$ cat src/rtl/dfam_pkg.sv
`timescale 1ns / 1ps

package dfam_pkg;

  // widest state or symbol index any configuration can need
  localparam int unsigned IDXW = 8;

  localparam logic [2:0] CMD_SET_TRANS = 3'd0;
  localparam logic [2:0] CMD_SET_ACC   = 3'd1;
  localparam logic [2:0] CMD_FILL_ROW  = 3'd2;
  localparam logic [2:0] CMD_FEED      = 3'd3;
  localparam logic [2:0] CMD_END       = 3'd4;

  localparam int unsigned QDEPTH = 4;
  localparam int unsigned QPW    = $clog2(QDEPTH);

  typedef enum logic [2:0] {
    OP_SET,
    OP_ACC,
    OP_FILL,
    OP_FEED,
    OP_END
  } op_kind_t;

  typedef struct packed {
    op_kind_t        kind;
    logic            sym_ok;
    logic [IDXW-1:0] row;
    logic [IDXW-1:0] sym;
    logic            dead;
    logic [IDXW-1:0] dst;
    logic            flag;
  } op_t;

  typedef enum logic [2:0] {
    BK_CLEAR,
    BK_RUN,
    BK_FILL,
    BK_FEED,
    BK_END
  } back_state_t;

  typedef struct packed {
    logic clearing;
  } back_status_t;

endpackage

$ cat src/rtl/dfam_front.sv
`timescale 1ns / 1ps

module dfam_front #(
  parameter int unsigned NUM_STATES  = 16,
  parameter int unsigned NUM_SYMBOLS = 128
) (
  input  logic                  start,
  output logic                  busy,
  input  logic [2:0]            cmd,
  input  logic [3:0]            state_index,
  input  logic [6:0]            symbol,
  input  logic signed [4:0]     next_state,
  input  logic                  accept_flag,
  input  dfam_pkg::back_status_t status,
  input  logic                  q_full,
  output logic                  push,
  output dfam_pkg::op_t         op
);

  logic row_ok;
  logic sym_ok;
  logic dst_live;
  logic keep;

  assign busy     = q_full || status.clearing;
  assign row_ok   = {5'b0, state_index} < 9'(NUM_STATES);
  assign sym_ok   = {2'b0, symbol} < 9'(NUM_SYMBOLS);
  assign dst_live = !next_state[4] && ({5'b0, next_state[3:0]} < 9'(NUM_STATES));

  always_comb begin
    op.kind   = dfam_pkg::OP_FEED;
    op.sym_ok = sym_ok;
    op.row    = {4'b0, state_index};
    op.sym    = {1'b0, symbol};
    op.dead   = !dst_live;
    op.dst    = dst_live ? {4'b0, next_state[3:0]} : '0;
    op.flag   = accept_flag;
    keep      = 1'b0;
    case (cmd)
      dfam_pkg::CMD_SET_TRANS: begin
        op.kind = dfam_pkg::OP_SET;
        keep    = row_ok && sym_ok;
      end
      dfam_pkg::CMD_SET_ACC: begin
        op.kind = dfam_pkg::OP_ACC;
        keep    = row_ok;
      end
      dfam_pkg::CMD_FILL_ROW: begin
        op.kind = dfam_pkg::OP_FILL;
        keep    = row_ok;
      end
      dfam_pkg::CMD_FEED: begin
        op.kind = dfam_pkg::OP_FEED;
        keep    = 1'b1;
      end
      dfam_pkg::CMD_END: begin
        op.kind = dfam_pkg::OP_END;
        keep    = 1'b1;
      end
      default: begin
        keep = 1'b0;
      end
    endcase
  end

  assign push = start && !busy && keep;

endmodule

$ cat config.mk
export PLATFORM = sky130hd
export DESIGN_NAME = dfam_front
export DESIGN_NICKNAME = d
export VERILOG_FILES = /design/src/rtl/dfam_pkg.sv /design/src/rtl/dfam_front.sv
export SDC_FILE = /design/constraint.sdc
export NUM_CORES = 1
export LEC_CHECK = 0
export BUFFER_PORTS_ARGS = -buffer_cell sky130_fd_sc_hd__buf_2
export CORE_AREA = 2 2 39 41
export DETAILED_ROUTE_END_ITERATION = 12
export DIE_AREA = 0 0 41 43
export GPL_TIMING_DRIVEN = 0
export PLACE_DENSITY = 0.67
export SLEW_MARGIN = 30
export SYNTH_ARGS = -nofsm -noshare
export SYNTH_HDL_FRONTEND = slang
export SYNTH_SLANG_ARGS = --single-unit
$ cat constraint.sdc
create_clock -name vclk -period 0.8
set_input_delay 0 -clock vclk [all_inputs]
set_output_delay 0 -clock vclk [all_outputs]
set_load 0.02 [all_outputs]
[After elaboration in Yosys (flattened, before gate mapping)]
Index checks and enable logic that the tools add are counted.
Storage, ports and cells
  bits in registers: 0
  bits in latches: 0
  RAM bits: 0
  ROM bits: 0
  word-level logic and storage cells: 13
  memories kept: 0
Cells by class
  add/subtract/negate cells: 0
  multipliers: 0
  divide/modulo/power cells: 0
  order comparisons: 0
  equality and inequality tests: 4
  shifts and indexed selects: 0
  mux-type cells: 3
  bitwise operators: 0
  reduce and logical (&&, ||, !) cells: 6
Operators with widths (count)
  $pmux 3 s4: 1
  $eq 3x2->1 const B: 2
  $reduce_or 5->1: 1
  $mux 4: 1
  $eq 3x1->1 const B: 1
  $eq 3x3->1 const B: 1
  $logic_not 3->1: 1
  $logic_and 1x1->1: 2
  $logic_not 1->1: 1
  $logic_or 1x1->1: 1
  $mux 1: 1

[Logic depth before layout (Yosys ltp)]
Gate-level depths: netlist (run 1).
  depth in word-level cells: 4
  depth in mapped cells: 2
  mapped depth without buffers: 2

[Worst setup path before layout (run 1)]
OpenSTA, ideal clock, no wires.
  path type: input -> output
  start: in cmd[0]
  end: out op[29] (netlist bit)
  arrival: 527 ps
  path slack: 273 ps
  stages: 1
  path buffers: 0
  cell sequence: nor3b_1
Between the ends
  longest elaborated chain between the ends: 2
Ends and longest elaborated chain
  start, declared: RTL line dfam_front.sv:9  | input logic [2:0] cmd,
  $eq 3x3->1, or another cell as far along: RTL line dfam_front.sv:39  | case (cmd)
  $pmux 3 s4 *: RTL line dfam_front.sv:39
  end, declared: RTL line dfam_front.sv:17  | output dfam_pkg::op_t op
Every way passes the cells marked *; elsewhere a longest branch is shown, timed or not.

[Worst setup path after layout (run 1)]
  start: in status
  end: out push
Between the ends
  longest elaborated chain between the ends: 4
Ends and longest elaborated chain
  start, declared: RTL line dfam_front.sv:14  | input dfam_pkg::back_status_t status,
  $logic_or 1x1->1: RTL line dfam_front.sv:25  | assign busy = q_full || status.clearing;
  $logic_not 1->1: RTL line dfam_front.sv:66  | assign push = start && !busy && keep;
  $logic_and 1x1->1 (2 in a row): RTL line dfam_front.sv:66
  end, declared: RTL line dfam_front.sv:16  | output logic push,
Every way passes these cells.

==> results of run 1 <==
[area by class of cell]
class	instances	share of cell area [%]
timing repair buffer	33	35.6
multi-input combinational	20	22.1
tap	16	4.31
inverter	1	0.809
buffer	23	37.2
[synth_stat cells]
cell type,number
conb_1,2
nor2_1,1
and3_1,1
nor3b_1,1
nor2b_1,4
o21ai_1,1
buf_4,23
inv_1,1
a21o_2,2
[power by group]
| part | switching, mW | internal (mW) | total, mW |
|---|---|---|---|
| registers | 0 | 0 | 0 |
| clock network | 0 | 0 | 0 |
| logic | 0.166 | 0.143 | 0.309 |
| total | 0.166 | 0.143 | 0.309 |
[through the flow]
step	worst slack (ns)	area, um2	power [mW]	utilization (%)
after detailed placement	0.240	464	0.309	33.5
after global routing	0.186	464	0.333	33.5
after global placement	0.249	464	0.307	33.5
after floorplan	0.273	279	0.226	-
after CTS	0.238	464	0.310	33.5
final	0.250	464	0.309	33.5
[metal layers]
metal | up-vias | part of all wire [%]
met1 | 128 | 27
li1 | 159 | -
met5 | - | 0
met4 | 0 | 0
met2 | 29 | 55
met3 | 0 | 18
[path summary, 6_finish.rpt]
path / to
min: op[14]
max: push
[critical path, stage by stage]
cell and delay, ns:
buf_2 0.09, nor2_1 0.13, and3_1 0.17, buf_2 0.16
[kinds of logic (layout without fill, tap and decap cells)]
family	count (synthesis)	in the layout	synth area share, %
and+or+nand+nor	7	7	17.1
other	2	10	3.02
buffers and inverters	24	57	70.9
AOI/OAI and AO/OA	3	3	9.04
[placed cells by master (no fill, tap or decap)]
master	n
and3_1	1
conb_1	10
nor3b_1	1
inv_1	1
nor2b_1	4
o21ai_1	1
a21o_2	2
buf_4	23
nor2_1	1
buf_2	33
==> results.cfg, run 1 <==
[min_path]
min_delay_path_depth = 2
min-delay-start = symbol[4]
hold_path_class = input port to primary output

[floorplan]
fp.dieW_um = 41
pin_count = 55
dieArea_um2 = 1760
die_y_um = 43
core-area_um2 = 1380
start_util_pct = 18.0
rows = 14

[global_route]
grt_use_total_pct = 5.00
grt_antenna_before_repair = 0
first_global_vias = 194
use_met1_pct = 5.38
grt_start_max_net_pins = 6
grt_use_met3_pct = 0
grt_remaining_overflow = 0
met2_usage_pct = 10.3
grt.busiest_layer = met2
grt_pass1_wl_um = 690

[critical_path]
worst_ep_arrival_time_ns = 0.55
worst-endpoint-required_ns = 0.80
startpoint = status
worstSetupPathType = input port to primary output
start_kind = input port
cp_max_fo = 2
worst_setup_path_end_kind = primary output

[drt]
wl_per_cell_um = 6.41
first_iter_violations = 1
drtPass1Iterations = 2
route.detailed.drc = 0
wl_um = 596
antenna_left = 0
num_vias = 316
vias_per_cell = 3.40

[timing]
rsz0062_at_grt = no
setup_viol_count_final = 0
max_freq_mhz = 1820
finalSetupTns_ns = 0
final_max_slew_viol_count = 0
hold_slack_ns = 0.216
period_needed_ns = 0.550
hold_violations = 0
period_share_pct = 68.7

[synthesis]
syn_inst = 36
seq_area_frac_synth_pct = 0
ys_top_cells_by_area = buf_4 (69%), nor2b_1 (10%), a21o_2 (7.0%)
synth_top_area_share_pct = 69.3
syn_avg_cell_area_um2 = 6.92
ys_warn_count = 0
yosysUniqueCellTypes = 9
yosys.area.top_type = buf_4
netlist_area_um2 = 249

[place]
dp.cells = 93
placement.io_buffers = 33
place_hpwl_um = 587
place.gp.congestion = 0.642

[cells_and_area]
nNetsFinal = 102
seq_cells = 0
regArea_um2 = 0
area_growth_pct = 86.4
layout-drive-gt1-share_pct = 75.3
fillCellCount = 142
instances_no_fill = 93
multiInputGateArea_um2 = 103
antenna_cells = 0
nClkBuffers = 0

[power]
power_density_nw_per_um2 = 665
vdd_ir_drop_max_uv = 171
leakagePower_nw = 0.314

[clocking]
cts-resized-gates = 0
hold_buffers = 0
cts_setup_buffers = 0

[run]
maxCapViolCount = 0

[run_status]
status = finished, final reports clean
Note: power is estimated with default switching activity, not from simulation.
==> run 2: changes to the inputs <==
--- a/config.mk
+++ b/config.mk
@@ -5,12 +5,13 @@
 export SDC_FILE = /design/constraint.sdc
 export NUM_CORES = 1
 export LEC_CHECK = 0
+export ABC_AREA = 1
 export BUFFER_PORTS_ARGS = -buffer_cell sky130_fd_sc_hd__buf_2
 export CORE_AREA = 2 2 39 41
 export DETAILED_ROUTE_END_ITERATION = 12
 export DIE_AREA = 0 0 41 43
 export GPL_TIMING_DRIVEN = 0
-export PLACE_DENSITY = 0.67
+export PLACE_DENSITY = 0.68
 export SLEW_MARGIN = 30
 export SYNTH_ARGS = -nofsm -noshare
 export SYNTH_HDL_FRONTEND = slang
==> results.cfg, run 2 <==
[power]
switching_share_pct = 55.4
leakagePower_nw = 0.348
combPwrFrac_pct = 100.0
p_int_mw = 0.139
p_seq_share_pct = 0
power_density_nw_per_um2 = 656
vdd_ir_drop_max_uv = 176
switchingPower_mw = 0.174
clkPwrFrac_pct = 0
power_mw = 0.313

[critical_path]
slowest_delay_ns = 0.16
crit_family = buffers and inverters
worstSetupPathType = input port to primary output
worst-endpoint-required_ns = 0.80
worst_ep_arrival_time_ns = 0.50
worst_setup_path_end_kind = primary output
cp_common_cell = buf_2
worstPathCellList = buf_2 > nor2_2 > nand2_1 > nor2_1 > buf_2
slowest_stage = buf_2
cp_max_fo = 2
crit_buf_inv = 2
start_kind = input port

[floorplan]
start_util_pct = 18.9
dieArea_um2 = 1760
die_y_um = 43
rows = 14
fp.dieW_um = 41
core-area_um2 = 1380
pin_count = 55

[global_route]
first_global_vias = 254
grt_start_max_net_pins = 6
grt_remaining_overflow = 0
grt_pass1_wl_um = 903
grt_use_total_pct = 6.59
grt_antenna_before_repair = 0

[clocking]
cts-resized-gates = 0
cts_setup_buffers = 0
hold_buffers = 0

[drt]
wl_per_cell_um = 6.08
antenna_left = 0
wl_um = 626
vias_per_cell = 3.20
first_iter_violations = 2
num_vias = 330
route.detailed.drc = 0
drtPass1Iterations = 2

[synthesis]
netlist_area_um2 = 262
yosysUniqueCellTypes = 6
ys_warn_count = 0
synthTopCellsByCount = buf_4 (23), inv_1 (7), nand2_1 (7)
yosys.area.top_type = buf_4
seq_area_frac_synth_pct = 0
syn_avg_cell_area_um2 = 5.68
synth_most_common_cell = buf_4
ys_top_cells_by_area = buf_4 (66%), inv_1 (10%), nand2_1 (10%)
synth_top_area_share_pct = 66.0
syn_inst = 46

[cells_and_area]
layout-drive-gt1-share_pct = 65.5
layout_commonest_cell = buf_2
area_growth_pct = 82.3
fin_area_um2 = 477
final_util_pct = 34.4
nNetsFinal = 112
antenna_cells = 0
multiInputGateArea_um2 = 92.6
final_cell_mix = buf_2 (33), buf_4 (23), conb_1 (10)
regArea_um2 = 0
seq_cells = 0
nClkBuffers = 0
fillCellCount = 160

[run]
maxCapViolCount = 0

[timing]
period_needed_ns = 0.495
hold_violations = 0
setup_viol_count_final = 0
max_freq_mhz = 2020
period_share_pct = 61.9
rsz0062_at_grt = no
finalSetupTns_ns = 0
final_max_slew_viol_count = 0

[place]
place.gp.congestion = 0.644
placement.io_buffers = 33
postPlaceCellArea_um2 = 477

[run_status]
status = finished, final reports clean

[min_path]
hold_path_class = input port to primary output
run 2: logic make-up (layout without fill, tap and decap cells):
kind of cell | count (synthesis) | in the layout | synth area share, %
buffers and inverters | 30 | 63 | 76.1
AND/OR/NAND/NOR | 14 | 14 | 21.1
other | 2 | 10 | 2.87
run 2: worst paths after layout:
check | start | cells past startpoint | endpoint | slack [ns]
min | symbol[4] | 2 | op[14] | 0.22
max | status | 5 | push | 0.30
run 2: routing by layer:
layer | global-route usage (%) | wire length (um)
met5 | 0 | 0
met1 | 6.65 | 166
met2 | 14.1 | 343
met4 | 0 | 0
met3 | 0 | 117
run 2: final cells by class:
type	instances	share of cell area, %
plain buffers	23	36.2
repair buffers	33	34.6
multi-input cells	24	19.4
inverters	7	5.51
well taps	16	4.20
run 2: through the flow:
stage          std cells  setup WS, ns  hold slack, ns
2_1_floorplan         54         0.372          0.0798
4_1_cts              103         0.296           0.218
3_5_place_dp         103         0.301           0.218
6_report             103         0.305           0.217
5_1_grt              103         0.220           0.221
3_3_place_gp         103         0.305           0.218
run 2: power groups by stage:
stage	Combinational (mW)	Clock, mW	Sequential, mW
global placement	0.309	0	0
finish	0.313	0	0
CTS	0.313	0	0
detailed placement	0.313	0	0
floorplan	0.229	0	0
global route	0.342	0	0
