`src/rtl/dfam_pkg.sv`:
```
`timescale 1ns / 1ps

package dfam_pkg;

  // widest state or symbol index any configuration can need
  localparam int unsigned IDXW = 8;

  localparam logic [2:0] CMD_SET_TRANS = 3'd0;
  localparam logic [2:0] CMD_SET_ACC   = 3'd1;
  localparam logic [2:0] CMD_FILL_ROW  = 3'd2;
  localparam logic [2:0] CMD_FEED      = 3'd3;
  localparam logic [2:0] CMD_END       = 3'd4;

  localparam int unsigned QDEPTH = 4;
  localparam int unsigned QPW    = $clog2(QDEPTH);

  typedef enum logic [2:0] {
    OP_SET,
    OP_ACC,
    OP_FILL,
    OP_FEED,
    OP_END
  } op_kind_t;

  typedef struct packed {
    op_kind_t        kind;
    logic            sym_ok;
    logic [IDXW-1:0] row;
    logic [IDXW-1:0] sym;
    logic            dead;
    logic [IDXW-1:0] dst;
    logic            flag;
  } op_t;

  typedef enum logic [2:0] {
    BK_CLEAR,
    BK_RUN,
    BK_FILL,
    BK_FEED,
    BK_END
  } back_state_t;

  typedef struct packed {
    logic clearing;
  } back_status_t;

endpackage

```
`src/rtl/dfam_queue.sv`:
```
`timescale 1ns / 1ps

module dfam_queue (
  input  logic          clk,
  input  logic          rst,
  input  logic          push,
  input  dfam_pkg::op_t push_op,
  input  logic          pop,
  output dfam_pkg::op_t head,
  output logic          empty,
  output logic          full
);

  dfam_pkg::op_t            slots [dfam_pkg::QDEPTH];
  logic [dfam_pkg::QPW-1:0] wptr;
  logic [dfam_pkg::QPW-1:0] rptr;
  logic [dfam_pkg::QPW:0]   count;

  assign empty = (count == '0);
  assign full  = (count == (dfam_pkg::QPW + 1)'(dfam_pkg::QDEPTH));
  assign head  = slots[rptr];

  always_ff @(posedge clk) begin
    if (push) begin
      slots[wptr] <= push_op;
    end
  end

  always_ff @(posedge clk) begin
    if (rst) begin
      wptr  <= '0;
      rptr  <= '0;
      count <= '0;
    end else begin
      if (push) begin
        wptr <= wptr + 1'b1;
      end
      if (pop) begin
        rptr <= rptr + 1'b1;
      end
      if (push && !pop) begin
        count <= count + 1'b1;
      end else if (pop && !push) begin
        count <= count - 1'b1;
      end
    end
  end

endmodule

```
`config.mk`:
```
export PLATFORM = sky130hd
export DESIGN_NAME = dfam_queue
export DESIGN_NICKNAME = d
export VERILOG_FILES = /design/src/rtl/dfam_pkg.sv /design/src/rtl/dfam_queue.sv
export SDC_FILE = /design/constraint.sdc
export NUM_CORES = 1
export LEC_CHECK = 0
export BUFFER_PORTS_ARGS = -buffer_cell sky130_fd_sc_hd__buf_2
export CAP_MARGIN = 20
export CELL_PAD_IN_SITES_DETAIL_PLACEMENT = 1
export CELL_PAD_IN_SITES_GLOBAL_PLACEMENT = 1
export CORE_ASPECT_RATIO = 0.5
export CORE_MARGIN = 1.5
export CORE_UTILIZATION = 45
export CTS_BUF_LIST = sky130_fd_sc_hd__clkbuf_16
export DETAILED_ROUTE_END_ITERATION = 16
export PLACE_DENSITY = 0.8
export SLEW_MARGIN = 20
export SYNTH_ARGS = -nofsm -noshare
export SYNTH_HDL_FRONTEND = slang
export SYNTH_SLANG_ARGS = --single-unit
export TNS_END_PERCENT = 1
```
`constraint.sdc`:
```
create_clock -name clk -period 1.74 [get_ports clk]
set_clock_uncertainty 0.1 [all_clocks]
set_input_delay 0.261 -clock clk [delete_from_list [all_inputs] [get_ports clk]]
set_output_delay 0.261 -clock clk [all_outputs]
set_load 0.1 [all_outputs]
```
After elaboration in Yosys (flattened, before gate mapping)
Memory sizes are Yosys's and may differ from the RTL's. A register that Yosys moved wholly into a read port is not among the register bits.
Index checks and enable logic that the tools add are counted.
{ "word_totals": {"ff_bits": 7, "ram_bits": 120, "in_bits": 34, "out_inout_bits": 32, "elab_cells": 21, "mem_count": 1} }
{ "op_classes": {"add_sub_neg": 4, "eq_ne": 1, "mux": 6, "reduce_logical": 6} }
{ "memory_table": {"columns": ["name", "depth", "width", "read_ports", "rd_ports_with_merged_regs", "wr", "line", "text"], "rows": [
  ["slots", 4, 30, 1, 1, 1, "dfam_queue.sv:14", "dfam_pkg::op_t slots [dfam_pkg::QDEPTH];"]
]} }
{ "op_table": {"columns": ["operator", "n"], "rows": [
  ["$mux W3", 2],
  ["$add A2 B1 Y2 const B", 2],
  ["$mux W2", 2],
  ["$add A3 B1 Y3 const B", 1],
  ["$eq A3 B3 Y1 const B", 1],
  ["$logic_not A3 Y1", 1],
  ["$sub A3 B1 Y3 const B", 1],
  ["$logic_and A1 B1 Y1", 2],
  ["$logic_not A1 Y1", 2],
  ["$mux W1", 2],
  ["$reduce_bool A2 Y1", 1]
]} }

Longest topological paths before layout
{ "logic_depth": {"depth_word": 4, "depth_mapped": 7, "depth_no_buf": 7} }

Least setup slack after synthesis
No wires, ideal clock.
{ "synth_path": {"path_kind": "register to output", "startpoint": "register count[1] in the netlist's numbering", "endpoint": "output full", "arrival_ns": 2.552, "required_time_ns": 1.379, "path_slack_ns": -1.173, "stages_incl_launch_ff": 2, "n_path_buf": 0, "path_cell_list": "dfxtp_1 nor3b_1"} }
{ "synth_between": {"elab_chain_cells": 1} }
{ "synth_rtl": {"columns": ["element", "line", "text"], "rows": [
  ["start: declaration", "dfam_queue.sv:17", "logic [dfam_pkg::QPW:0] count;"],
  ["start signal: assignment", "dfam_queue.sv:42", "count <= count + 1'b1;"],
  ["start signal: assignment", "dfam_queue.sv:44", "count <= count - 1'b1;"],
  ["$eq A3 B3 Y1", "dfam_queue.sv:20", "assign full = (count == (dfam_pkg::QPW + 1)'(dfam_pkg::QDEPTH));"],
  ["end: declaration", "dfam_queue.sv:11", "output logic full"]
]} }
No other way between the ends.

==> flow_results.xml <==
<?xml version="1.0" encoding="UTF-8"?>
<metrics>
  <group name="worst_setup_path">
    <metric name="timing_worst_setup_path_type" unit="">flop to primary output</metric>
    <metric name="nature_of_the_critical_path_endpoint" unit="">primary output</metric>
    <metric name="critical_path.cell_chain" unit="">buf_12, mux4_2, buf_12</metric>
    <metric name="critPathMaxFanout" unit="">13</metric>
    <metric name="worst-endpoint-required" unit="ns">1.38</metric>
    <metric name="critical_path.startpoint_type" unit="">flop</metric>
    <metric name="reg2reg_to" unit="">slots[0][11]$_DFFE_PP_</metric>
    <metric name="cp_slowest_cell" unit="">sky130_fd_sc_hd__mux4_2</metric>
    <metric name="cpMostUsedCell" unit="">sky130_fd_sc_hd__buf_12</metric>
    <metric name="slowest_delay" unit="ns">0.57</metric>
    <metric name="reg2reg_setup_slack" unit="ns">0.08</metric>
    <metric name="worst-endpoint-arrival" unit="ns">1.80</metric>
    <metric name="r2r-start" unit="">wptr[1]$_SDFFE_PP0P_</metric>
    <metric name="worst-r2r-cell-count" unit="">4</metric>
  </group>
  <group name="synth">
    <metric name="synthesized_netlist_net_count" unit="">240</metric>
    <metric name="synth.top_cell.area_share" unit="%">75.7</metric>
    <metric name="synth.distinct_cells" unit="">20</metric>
    <metric name="post_synth_inst_count" unit="">200</metric>
    <metric name="syn-mean-instance-area" unit="µm²">23.8</metric>
    <metric name="netlist.top_cell.by_area" unit="">sky130_fd_sc_hd__edfxtp_1</metric>
    <metric name="synth.cell_area" unit="µm²">4760</metric>
    <metric name="synth-seq-area-share" unit="%">79.5</metric>
    <metric name="yosys_warnings" unit="">0</metric>
    <metric name="synthesized_flop_and_latch_total" unit="">129</metric>
    <metric name="ys_top_cells_by_area" unit="">sky130_fd_sc_hd__edfxtp_1, sky130_fd_sc_hd__mux4_2, sky130_fd_sc_hd__dfxtp_1</metric>
  </group>
  <group name="clocking">
    <metric name="clock-root-buffer" unit="">sky130_fd_sc_hd__clkbuf_16</metric>
    <metric name="cts.reportedPaths.clkPinSlew" unit="ns">0.06</metric>
    <metric name="tritoncts_clock_tree" unit="">yes</metric>
    <metric name="cts_inserted_buffers" unit="">17</metric>
    <metric name="cts.sinks" unit="">129</metric>
    <metric name="max-clock-path-buffers" unit="">2</metric>
    <metric name="clk-insertion-delay-late" unit="ns">0.42</metric>
    <metric name="h-tree-depth" unit="">4</metric>
  </group>
  <group name="die">
    <metric name="core_area" unit="µm²">10200</metric>
    <metric name="rows" unit="">26</metric>
    <metric name="design.die.area" unit="µm²">11200</metric>
    <metric name="dieWidth" unit="µm">148</metric>
    <metric name="start_util" unit="%">46.4</metric>
    <metric name="io-pin-count" unit="">66</metric>
    <metric name="chipHeight" unit="µm">75.7</metric>
  </group>
  <group name="power">
    <metric name="seqPwrFrac" unit="%">39.4</metric>
    <metric name="share_comb_of_total_power" unit="%">22.1</metric>
    <metric name="power_density" unit="nW/µm²">1380</metric>
    <metric name="swShare" unit="%">29.4</metric>
    <metric name="p_sw" unit="mW">2.72</metric>
    <metric name="share_clk_of_total_power" unit="%">38.6</metric>
    <metric name="p_int" unit="mW">6.52</metric>
    <metric name="power.leakage" unit="nW">2.40</metric>
    <metric name="ir_worst_vdd" unit="V">0.00141</metric>
  </group>
  <group name="worst_hold_path">
    <metric name="min-delay-start" unit="">rst</metric>
    <metric name="worst_hold_path_type" unit="">primary input to flop</metric>
    <metric name="worst_hold_path.num_cells" unit="">2</metric>
  </group>
  <group name="placement">
    <metric name="gp_congestion" unit="">0.667</metric>
    <metric name="buffer_ports.inserted" unit="">65</metric>
    <metric name="dpl_wire_length" unit="µm">6180</metric>
  </group>
  <group name="layout">
    <metric name="final_net_count" unit="">361</metric>
    <metric name="final_common_cell" unit="">sky130_fd_sc_hd__edfxtp_1</metric>
    <metric name="fraction_of_final_layout_cells_sized_beyond_drive_strength_1" unit="%">41.9</metric>
    <metric name="multi_input_comb_area" unit="µm²">916</metric>
    <metric name="fillCellCount" unit="">843</metric>
    <metric name="area.growth.synth_to_final" unit="%">41.2</metric>
    <metric name="insertedDiodeCount" unit="">0</metric>
    <metric name="register_area" unit="µm²">3790</metric>
    <metric name="most-common-layout-cells" unit="">sky130_fd_sc_hd__edfxtp_1, sky130_fd_sc_hd__buf_2, sky130_fd_sc_hd__buf_12, sky130_fd_sc_hd__mux4_2, sky130_fd_sc_hd__dlygate4sd3_1</metric>
    <metric name="post_layout_util" unit="%">65.6</metric>
  </group>
  <group name="sta">
    <metric name="finalWorstSetupSlack" unit="ns">-0.424</metric>
    <metric name="timing.slew.headroom" unit="%">69.2</metric>
    <metric name="final_hold_viol_count" unit="">0</metric>
    <metric name="max_freq" unit="MHz">462</metric>
    <metric name="worst_slew_pin_slew" unit="ns">0.462</metric>
    <metric name="final.hold.worst_slack" unit="ns">0.0103</metric>
    <metric name="timing.final.max_slew_violations" unit="">0</metric>
    <metric name="period_share" unit="%">124</metric>
    <metric name="finalWorstPathRequiredPeriod" unit="ns">2.16</metric>
    <metric name="rsz_0062_raised_after_global_routing" unit="">yes</metric>
    <metric name="setup-violations-final" unit="">30</metric>
  </group>
  <group name="global_route">
    <metric name="vias_in_the_first_global_route" unit="">2718</metric>
    <metric name="gr-usage-all-layers" unit="%">23.4</metric>
    <metric name="maximum_number_of_pins_on_one_net_before_global_route_repair" unit="">31</metric>
    <metric name="grt_first_pass_wirelength" unit="µm">17700</metric>
    <metric name="antenna_found_initial" unit="">0</metric>
    <metric name="gr-total-overflow" unit="">0</metric>
  </group>
  <group name="job">
    <metric name="drv_cap" unit="">0</metric>
  </group>
  <group name="detailed_routing">
    <metric name="drt_pre_antenna_iters" unit="">4</metric>
    <metric name="vias_per_cell" unit="">5.34</metric>
    <metric name="drt_first_iter_violations" unit="">178</metric>
    <metric name="drtAntennaViolNets" unit="">0</metric>
    <metric name="route.detailed.wl_per_inst" unit="µm">25.2</metric>
    <metric name="detailroute.via_count" unit="">2530</metric>
    <metric name="postRouteWirelength" unit="µm">11900</metric>
    <metric name="drc_errors" unit="">0</metric>
  </group>
  <group name="run_status">
    <metric name="outcome" unit="">finished with violations</metric>
    <metric name="violations" unit="">negative setup slack</metric>
  </group>
</metrics>
[power by group through the flow]
stage	sequential [mW]	clock [mW]	combinational, mW
2_1_floorplan	3.67	0	1.26
3_3_place_gp	3.67	0	1.91
3_5_place_dp	3.69	0	1.95
4_1_cts	3.64	3.55	2.04
5_1_grt	3.65	3.71	2.10
6_report	3.64	3.56	2.04
[flip-flops by register name, summed over array words and instances (netlist names), named ones only]
register and count:
wptr 2, count 3, slots 120, rptr 2
[per-layer routing]
| layer | up-vias | part of all wire [%] | global-route usage, % |
|---|---|---|---|
| met5 | - | 0 | 0 |
| met4 | 0 | 1.7 | 9.46 |
| met3 | 25 | 4.3 | 7.01 |
| met2 | 80 | 51 | 38.6 |
| met1 | 1359 | 43 | 29.9 |
| li1 | 1066 | - | - |
[synth_stat cells]
master and n:
sky130_fd_sc_hd__nor3_1 1, sky130_fd_sc_hd__mux2i_1 2, sky130_fd_sc_hd__and2_1 4, sky130_fd_sc_hd__nand2_1 1, sky130_fd_sc_hd__ha_1 5, sky130_fd_sc_hd__nor2_1 7
sky130_fd_sc_hd__xnor2_1 2, sky130_fd_sc_hd__xor2_1 3, sky130_fd_sc_hd__inv_1 4, sky130_fd_sc_hd__edfxtp_1 120, sky130_fd_sc_hd__dfxtp_1 9, sky130_fd_sc_hd__o21ai_0 1
sky130_fd_sc_hd__buf_6 3, sky130_fd_sc_hd__fa_1 1, sky130_fd_sc_hd__mux4_2 30, sky130_fd_sc_hd__or3_1 1, sky130_fd_sc_hd__buf_2 3, sky130_fd_sc_hd__nor3b_1 1
sky130_fd_sc_hd__clkbuf_1 1, sky130_fd_sc_hd__a21oi_1 1
[logic make-up (layout without fill, tap and decap cells)]
kind of cell               Yosys count  count (layout)  synth area share (%)
AOI/OAI and AO/OA                    2               2                 0.210
xor gates and xnor gates             5               5                 0.921
adders and majority gates            6               6                  1.74
buffers and inverters               11             145                  1.42
DFF                                129             129                  79.5
muxes                               32              32                  14.6
and+or+nand+nor                     15              15                  1.55
[worst max path at each step]
stage	to	cells after the start	slack, ns	from
final	head[12]	3	-0.42	flop
after global routing	head[12]	3	-0.46	flop
after CTS	head[12]	3	-0.43	flop
after detailed placement	count[2]$_SDFFE_PP0P_	8	-0.07	pop
after global placement	count[2]$_SDFFE_PP0P_	8	0.007	pop
after floorplan	full	1	-0.20	count[1]$_SDFFE_PP0P_
[worst max-delay path, delay by kind of cell (launching register included)]
| kind | cells | cell delay [ns] |
|---|---|---|
| muxes | 1 | 0.57 |
| buffers and inverters | 2 | 0.38 |
| DFF | 1 | 0.42 |
[layout make-up]
type | instances | area share, %
timing repair buffer | 109 | 18.6
inverter | 4 | 0.223
clock inverter | 15 | 2.27
clock buffer | 17 | 6.33
tap | 140 | 2.61
sequential | 129 | 56.4
multi-input combinational | 60 | 13.6
[what timing repair did]
action                                  4_1_cts  5_1_grt
resized for setup                             4        1
endpoints found under the setup margin       32       31
gates cloned                                  1        0
buffers inserted                              0        0
endpoints found under the hold margin       120        0
hold buffers                                 30        0
[stage by stage]
stage | TNS [ns] | power (mW) | setup slack, ns | cell area [µm²] | cells
2_1_floorplan | -3.65 | 4.92 | -0.200 | 4770 | 200
4_1_cts | -11.88 | 9.22 | -0.433 | 6720 | 474
3_5_place_dp | -0.0705 | 5.64 | -0.0705 | 5800 | 411
3_3_place_gp | 0 | 5.58 | 0.00651 | 5800 | 411
6_report | -11.69 | 9.24 | -0.424 | 6720 | 474
5_1_grt | -12.91 | 9.46 | -0.462 | 6720 | 474
Power figures use the tool's default switching activity.
